===== src/hdl/kmst_pkg.sv =====
// kmst_pkg: shared opcodes, widths and controller/datapath interface structs
// for the keyboard matrix slot table; no dependencies
package kmst_pkg;

    localparam int SLOT_COUNT_DEF = 8;

    localparam int OP_W   = 3;
    localparam int WORD_W = 32;
    localparam int ID_W   = 16;
    localparam int LINE_W = 8;
    localparam int COL_W  = 8;
    localparam int BYTE_W = 8;

    localparam logic [OP_W-1:0] OP_PRESS       = 3'd0;
    localparam logic [OP_W-1:0] OP_RELEASE     = 3'd1;
    localparam logic [OP_W-1:0] OP_RELEASE_ALL = 3'd2;
    localparam logic [OP_W-1:0] OP_WRITE_LINE  = 3'd3;
    localparam logic [OP_W-1:0] OP_READ_COLS   = 3'd4;

    // commands from the controller to the datapath
    typedef struct packed {
        logic start;   // item accepted this cycle
        logic step;    // visit the current slot and advance
        logic emit;    // load the column result into the output register
    } t_kmst_cmd;

    // status from the datapath to the controller
    typedef struct packed {
        logic in_scan;   // offered item needs a slot scan
        logic last;      // current slot is the last one
        logic read_op;   // item under work is a column read
        logic out_free;  // output register can take a result this cycle
    } t_kmst_sts;

endpackage


===== src/hdl/keyboard_matrix_slot_table.sv =====
// keyboard_matrix_slot_table: top level of the emulated keyboard matrix
// instantiates kmst_ctrl and kmst_datapath; depends on kmst_pkg

// emulated keyboard matrix built on a table of SLOT_COUNT held-key slots.
// opcodes: press (0) places the bytes of the matrix word, low byte first up to
// the first zero byte, into free slots in slot order and drops what finds no
// room; release (1) frees every slot holding the host key id; release all (2)
// frees all slots; write line (3) sets the row; read columns (4) returns one
// item with the active-low column byte of the selected row (a slot whose row
// or column nibble lies outside 1..8 adds no bit). only read columns produces
// a result item. press, release and read scan the table one slot per cycle
// and stall the input until they are done, a read also loading the output
// register once any held result is no longer stalled; release all, write
// line and unused opcodes finish when accepted, with no scan. the result
// register parts the two sides, so a waiting result does not stall a new item
// until the next read is ready to deliver.
module keyboard_matrix_slot_table
    import kmst_pkg::*;
#(
    parameter int SLOT_COUNT = SLOT_COUNT_DEF
) (
    input  logic              i_clk,
    input  logic              i_rst_n,
    // input channel
    input  logic              i_in_valid,
    output logic              o_in_stall,
    input  logic [OP_W-1:0]   i_opcode,
    input  logic [WORD_W-1:0] i_matrix_word,
    input  logic [ID_W-1:0]   i_host_key_id,
    input  logic [LINE_W-1:0] i_line_select,
    // result channel
    output logic              o_out_valid,
    input  logic              i_out_stall,
    output logic [COL_W-1:0]  o_column_bits
);

    t_kmst_cmd cmd;
    t_kmst_sts sts;

    // state machine: idle, slot scan, result hand-off
    kmst_ctrl u_ctrl (
        .i_clk      (i_clk),
        .i_rst_n    (i_rst_n),
        .i_in_valid (i_in_valid),
        .o_in_stall (o_in_stall),
        .i_sts      (sts),
        .o_cmd      (cmd)
    );

    // slot storage, scan index and output register
    kmst_datapath #(
        .SLOT_COUNT (SLOT_COUNT)
    ) u_datapath (
        .i_clk         (i_clk),
        .i_rst_n       (i_rst_n),
        .i_opcode      (i_opcode),
        .i_matrix_word (i_matrix_word),
        .i_host_key_id (i_host_key_id),
        .i_line_select (i_line_select),
        .i_out_stall   (i_out_stall),
        .o_out_valid   (o_out_valid),
        .o_column_bits (o_column_bits),
        .i_cmd         (cmd),
        .o_sts         (sts)
    );

endmodule


===== src/hdl/kmst_ctrl.sv =====
// kmst_ctrl: sequencing state machine for the slot table
// depends on kmst_pkg for the command and status structs
module kmst_ctrl
    import kmst_pkg::*;
(
    input  logic      i_clk,
    input  logic      i_rst_n,
    input  logic      i_in_valid,
    output logic      o_in_stall,
    input  t_kmst_sts i_sts,
    output t_kmst_cmd o_cmd
);

    localparam logic [1:0] ST_IDLE = 2'd0;
    localparam logic [1:0] ST_SCAN = 2'd1;
    localparam logic [1:0] ST_EMIT = 2'd2;

    logic [1:0] r_state;
    logic [1:0] n_state;

    assign o_in_stall = (r_state != ST_IDLE);

    always_comb begin
        n_state     = r_state;
        o_cmd.start = 1'b0;
        o_cmd.step  = 1'b0;
        o_cmd.emit  = 1'b0;
        case (r_state)
            ST_IDLE: begin
                if (i_in_valid) begin
                    o_cmd.start = 1'b1;
                    if (i_sts.in_scan) begin
                        n_state = ST_SCAN;
                    end
                end
            end
            ST_SCAN: begin
                o_cmd.step = 1'b1;
                if (i_sts.last) begin
                    n_state = i_sts.read_op ? ST_EMIT : ST_IDLE;
                end
            end
            ST_EMIT: begin
                if (i_sts.out_free) begin
                    o_cmd.emit = 1'b1;
                    n_state    = ST_IDLE;
                end
            end
            default: begin
                n_state = ST_IDLE;
            end
        endcase
    end

    always_ff @(posedge i_clk) begin
        if (!i_rst_n) begin
            r_state <= ST_IDLE;
        end else begin
            r_state <= n_state;
        end
    end

endmodule


===== src/hdl/kmst_datapath.sv =====
// kmst_datapath: slot storage, scan index, row select, column accumulator
// and output register; depends on kmst_pkg
module kmst_datapath
    import kmst_pkg::*;
#(
    parameter int SLOT_COUNT = SLOT_COUNT_DEF
) (
    input  logic              i_clk,
    input  logic              i_rst_n,
    input  logic [OP_W-1:0]   i_opcode,
    input  logic [WORD_W-1:0] i_matrix_word,
    input  logic [ID_W-1:0]   i_host_key_id,
    input  logic [LINE_W-1:0] i_line_select,
    input  logic              i_out_stall,
    output logic              o_out_valid,
    output logic [COL_W-1:0]  o_column_bits,
    input  t_kmst_cmd         i_cmd,
    output t_kmst_sts         o_sts
);

    localparam int IDX_W = (SLOT_COUNT > 1) ? $clog2(SLOT_COUNT) : 1;
    localparam logic [IDX_W-1:0] LAST_IDX = IDX_W'(SLOT_COUNT - 1);

    logic [SLOT_COUNT-1:0] r_slot_valid;
    logic [BYTE_W-1:0]     r_slot_byte [SLOT_COUNT];
    logic [ID_W-1:0]       r_slot_id   [SLOT_COUNT];
    logic [LINE_W-1:0]     r_row_select;
    logic [IDX_W-1:0]      r_idx;
    logic [OP_W-1:0]       r_op;
    logic [WORD_W-1:0]     r_rest;
    logic [ID_W-1:0]       r_id;
    logic [COL_W-1:0]      r_acc;
    logic                  r_out_valid;
    logic [COL_W-1:0]      r_out_cols;

    logic              cur_valid;
    logic [BYTE_W-1:0] cur_byte;
    logic [ID_W-1:0]   cur_id;
    logic [3:0]        row_nib;
    logic [3:0]        col_nib;
    logic [3:0]        row_m1;
    logic [3:0]        col_m1;
    logic              nib_ok;
    logic              row_hit;
    logic              fill_hit;
    logic              rel_hit;
    logic [COL_W-1:0]  col_bit;

    assign cur_valid = r_slot_valid[r_idx];
    assign cur_byte  = r_slot_byte[r_idx];
    assign cur_id    = r_slot_id[r_idx];

    assign row_nib = cur_byte[7:4];
    assign col_nib = cur_byte[3:0];
    assign row_m1  = row_nib - 4'd1;
    assign col_m1  = col_nib - 4'd1;
    assign nib_ok  = (row_nib >= 4'd1) && (row_nib <= 4'd8)
                  && (col_nib >= 4'd1) && (col_nib <= 4'd8);
    assign row_hit = cur_valid && nib_ok && ({4'd0, row_m1} == r_row_select);
    assign col_bit = COL_W'(1) << col_m1[2:0];

    assign fill_hit = (r_op == OP_PRESS) && (r_rest[BYTE_W-1:0] != '0) && !cur_valid;
    assign rel_hit  = (r_op == OP_RELEASE) && cur_valid && (cur_id == r_id);

    assign o_sts.in_scan  = (i_opcode == OP_PRESS) || (i_opcode == OP_RELEASE)
                         || (i_opcode == OP_READ_COLS);
    assign o_sts.last     = (r_idx == LAST_IDX);
    assign o_sts.read_op  = (r_op == OP_READ_COLS);
    assign o_sts.out_free = !r_out_valid || !i_out_stall;

    assign o_out_valid   = r_out_valid;
    assign o_column_bits = r_out_cols;

    // control state: valid bits, row select, output valid
    always_ff @(posedge i_clk) begin
        if (!i_rst_n) begin
            r_slot_valid <= '0;
            r_row_select <= '0;
            r_out_valid  <= 1'b0;
        end else begin
            if (i_cmd.start && (i_opcode == OP_RELEASE_ALL)) begin
                r_slot_valid <= '0;
            end else if (i_cmd.step && fill_hit) begin
                r_slot_valid[r_idx] <= 1'b1;
            end else if (i_cmd.step && rel_hit) begin
                r_slot_valid[r_idx] <= 1'b0;
            end
            if (i_cmd.start && (i_opcode == OP_WRITE_LINE)) begin
                r_row_select <= i_line_select;
            end
            if (i_cmd.emit) begin
                r_out_valid <= 1'b1;
            end else if (!i_out_stall) begin
                r_out_valid <= 1'b0;
            end
        end
    end

    // payload: slot contents, scan registers, accumulator, result
    always_ff @(posedge i_clk) begin
        if (i_cmd.start) begin
            r_op   <= i_opcode;
            r_rest <= i_matrix_word;
            r_id   <= i_host_key_id;
            r_idx  <= '0;
            r_acc  <= '0;
        end else if (i_cmd.step) begin
            r_idx <= o_sts.last ? '0 : r_idx + IDX_W'(1);
            if (fill_hit) begin
                r_slot_byte[r_idx] <= r_rest[BYTE_W-1:0];
                r_slot_id[r_idx]   <= r_id;
                r_rest             <= r_rest >> BYTE_W;
            end
            if (row_hit) begin
                r_acc <= r_acc | col_bit;
            end
        end
        if (i_cmd.emit) begin
            r_out_cols <= ~r_acc;
        end
    end

endmodule

===== config.mk =====
export PLATFORM = sky130hd
export DESIGN_NAME = keyboard_matrix_slot_table
export DESIGN_NICKNAME = d
export VERILOG_FILES = /design/src/hdl/kmst_pkg.sv /design/src/hdl/keyboard_matrix_slot_table.sv /design/src/hdl/kmst_ctrl.sv /design/src/hdl/kmst_datapath.sv
export SDC_FILE = /design/constraint.sdc
export NUM_CORES = 1
export LEC_CHECK = 0
export ABC_AREA = 1
export CELL_PAD_IN_SITES_DETAIL_PLACEMENT = 1
export CELL_PAD_IN_SITES_GLOBAL_PLACEMENT = 1
export CORE_MARGIN = 10
export CORE_UTILIZATION = 35
export DETAILED_ROUTE_END_ITERATION = 7
export DONT_BUFFER_PORTS = 1
export PLACE_DENSITY = 0.61
export SETUP_SLACK_MARGIN = 0.5
export SYNTH_ARGS = -nofsm -noshare
export SYNTH_HDL_FRONTEND = slang
export SYNTH_SLANG_ARGS = --single-unit

===== constraint.sdc =====
create_clock -name i_clk -period 2.2 [get_ports i_clk]
set_clock_uncertainty 0.1 [all_clocks]
set_input_delay 0.44 -clock i_clk [delete_from_list [all_inputs] [get_ports i_clk]]
set_output_delay 0.44 -clock i_clk [all_outputs]
set_load 0.02 [all_outputs]

==> impl_metrics.csv <==
group,metric,value,unit
synth,synth_nets,1204,
timing,slew_headroom,66.4,%
synth,synth_seq_cells,284,
synth,synth_seq_area_share,68.3,%
synth,synthAdderAreaFrac,0.417,%
worst_setup_path,cp_cell_sequence,"buf_12 > nor2_4 > nor2_4 > o21ai_1 > nand3_1 > nand2_2 > ha_4 > o21ai_2 > a21oi_2 > nand3_1 > nor2_2 > nand2_2 > nor2_4 > nand3_1 > a21oi_1",
die,ioPinCount,73,
clock_tree,clk_pin_slew_worst_paths,0.06,ns
synth,avgSynthCellArea,10.6,um2
synth,muxShareOfSynthArea,0.188,%
power,seqPwrFrac,46.1,%
power,ir_drop,0.000453,V
placement,port_buffers,0,
power,p_leak,0.00638,uW
clock_tree,htreeDepth,2,
grt,grt_pass1_vias,9149,
drt,ant_nets,0,
synth,synth-edff-count,251,
synth,yosys.area_share.simple,20.0,%
worst_setup_path,required,2.54,ns
drt,drc_errors,0,
final_layout,num_antenna_cells,0,
die,start_util,35.6,%
run_status,status,"complete, but fails checks",
synth,synth_area_leaders,"edfxtp_1, nand2_1, dfxtp_1, nor2_1, nand3_1",
worst_setup_path,path_buf_inv,1,
final_layout,layout.nets,1392,
timing,setup_ws,-0.144,ns
worst_setup_path,critPathMaxStageDelay,0.42,ns
drt,drt_pass1_iterations,4,
final_layout,drive_gt1_share,22.3,%
worst_setup_path,start_kind,"flip-flop",
run,drv_cap,0,
drt,vias_per_cell,4.79,
clock_tree,cts_tree,"built",
final_layout,layout.cells.non_filler,1797,
power,intPower,10000,uW
timing,rsz0062_at_grt,"yes",
synth,synth_top_flop_cell,"edfxtp_1",
power,power,13300,uW
power,clkPwrFrac,40.8,%
timing,hold_viol,0,
clock_tree,cts_buffer_depth,3,
clock_tree,numCtsBuffers,34,
drt,wl_per_cell,19.0,um
timing,fin_tns_setup,-2.05,ns
grt,grt_max_degree,52,
placement,gp_congestion,0.794,
timing,min_period_over_period,107,%
die,die_h,205,um
synth,synth_top_cell_area_share,62.8,%
timing,worstMarginPinSlew,0.500,ns
worst_setup_path,cp_max_fo,8,
worst_setup_path,crit_type,"flip-flop to flip-flop",
placement,place_ws,-0.217,ns
worst_setup_path,slowest_stage,"dfxtp_4",
final_layout,areaGrowthSynthToFinish,34.2,%
drt,wl,34200,um
synth,synth_warnings,0,
synth,yosysTopAreaCell,"edfxtp_1",
power,switching_share,24.7,%
grt,antenna_found_initial,1,
timing,drv_slew,0,
timing,setup_viol,16,
worst_setup_path,critPathTopFamily,"simple AND/OR/NAND/NOR gates",
grt,grt_pass1_wl,52800,um
drt,initialDrtViolationCount,357,
worst_setup_path,cp-end-kind,"flip-flop",
run_status,failed_checks,"setup timing",
timing,timing.fmax,427,MHz
synth,syn_inst,1137,
synth,ys_async_sr_fraction,0,%
drt,vias,8607,
synth,syn_area,12000,um2
hold_path,hold_start,"i_matrix_word[18]",
power,combPwrFrac,13.1,%
synth,synth_cell_type_count,34,
placement,dp_cells,1648,
die,die_area,42100,um2
hold_path,hold_class,"primary input to flip-flop",
power,switchingPower,3290,uW
grt,grt_use_total,16.2,%
power,pwr_density_cell,826,nW/um2
clock_tree,clock_sinks,284,
timing,post-route-min-period,2.34,ns
grt,grt-ovfl-total,0,
placement,dp_hpwl,21000,um
synth,synth_xor_area_share,0.229,%
synth,synth_compound_area_share,4.52,%
die,die_w,205,um
die,core_area,33700,um2
clock_tree,insertion_delay,0.52,ns
clock_tree,ctsRootBufferMaster,"clkbuf_16",
synth,synth_top_family_by_area,"simple AND/OR/NAND/NOR gates",
worst_setup_path,worstPathArrival,2.68,ns
die,num_rows,67,
synthesized netlist by cell type, types with 3 or more instances:
cell / n
buf_4: 6
nor4_1: 5
nand3b_1: 9
ha_1: 4
buf_6: 10
edfxtp_1: 251
a21oi_1: 31
nor3_1: 8
dfxtp_1: 33
nand2_1: 310
nand3_1: 99
o21ai_0: 39
o21ai_1: 25
nor2_1: 135
buf_2: 14
nand2_2: 7
clkbuf_1: 11
inv_1: 118
o211ai_1: 3
cell type report:
cell class / count / area, um2
clock buffers: 47 / 951
flip-flops and latches: 284 / 8210
repair buffers: 197 / 2360
multi-input cells: 687 / 3390
clock inverters: 13 / 119
inverters: 121 / 507
fillers: 3641 / 17600
well taps: 448 / 561
what timing repair did:
item	CTS	global route
pin swaps	7	23
setup endpoints to repair	248	251
buffers inserted	29	8
resized for setup	43	73
hold endpoints to repair	45	0
hold buffers	42	0
cloned	7	3
flip-flops by register name (all words and copies together), names as in the netlist, named ones only:
name / flops
u_datapath.r_id: 16
u_datapath.r_slot_id: 128
u_datapath.r_op: 3
u_datapath.o_column_bits: 8
u_datapath.r_slot_byte: 64
u_datapath.r_rest: 32
u_datapath.r_idx: 3
u_ctrl.r_state: 2
u_datapath.o_out_valid: 1
u_datapath.r_acc: 8
u_datapath.r_row_select: 8
kinds of logic (layout without fill, tap and decap cells):
group | after synthesis | after routing
xor gates and xnor gates | 1 | 1
muxes | 1 | 1
AOI/OAI and AO/OA | 103 | 103
buffers and inverters | 166 | 378
adders and majority gates | 4 | 4
DFF | 284 | 284
and+or+nand+nor | 578 | 578
power groups by stage:
stage               Clock [uW]  Combinational (uW)  Sequential (uW)
floorplan                    0                 922             6210
global placement             0                1450             6230
detailed placement           0                1480             6230
CTS                       5580                1610             6130
global route              5800                1950             6150
finish                    5430                1740             6130
through the flow:
| step | hold WS (ns) | util (%) | cell area (um2) |
|---|---|---|---|
| finish | 0.0207 | 47.8 | 16100 |
| global route | 0.0137 | 47.8 | 16100 |
| CTS | 0.00349 | 46.5 | 15700 |
| detailed placement | 0.349 | 40.2 | 13500 |
| global placement | 0.345 | 40.2 | 13500 |
| floorplan | 0.327 | - | 12200 |
routing by layer:
layer / track usage [%] / part of all wire [%] / wire length, um
met5: 0 / 0 / 0
met4: 3.86 / 1.8 / 614
met3: 2.97 / 4.5 / 1540
met2: 27.9 / 50 / 17000
met1: 20.7 / 44 / 15100
cell usage in the layout, fill, tap and decap left out, types with 33 or more instances in the layout:
cell type        n
clkbuf_16       38
nand3_1         83
edfxtp_1       251
inv_1          106
nor2_1         116
buf_4           88
nand2_1        293
dlygate4sd3_1   42
o21ai_1         33
buf_12          38
path summary, 6_finish.rpt:
kind / endpoint / slack [ns] / cells past startpoint
max reg2reg: u_datapath.r_acc[6] / -0.14 / 15
min reg2reg: u_datapath.r_acc[5] / 0.36 / 2
min: u_datapath.r_rest[18] / 0.02 / 2
max: u_datapath.r_acc[6] / -0.14 / 15
Note: power is estimated with default switching activity, not from simulation.
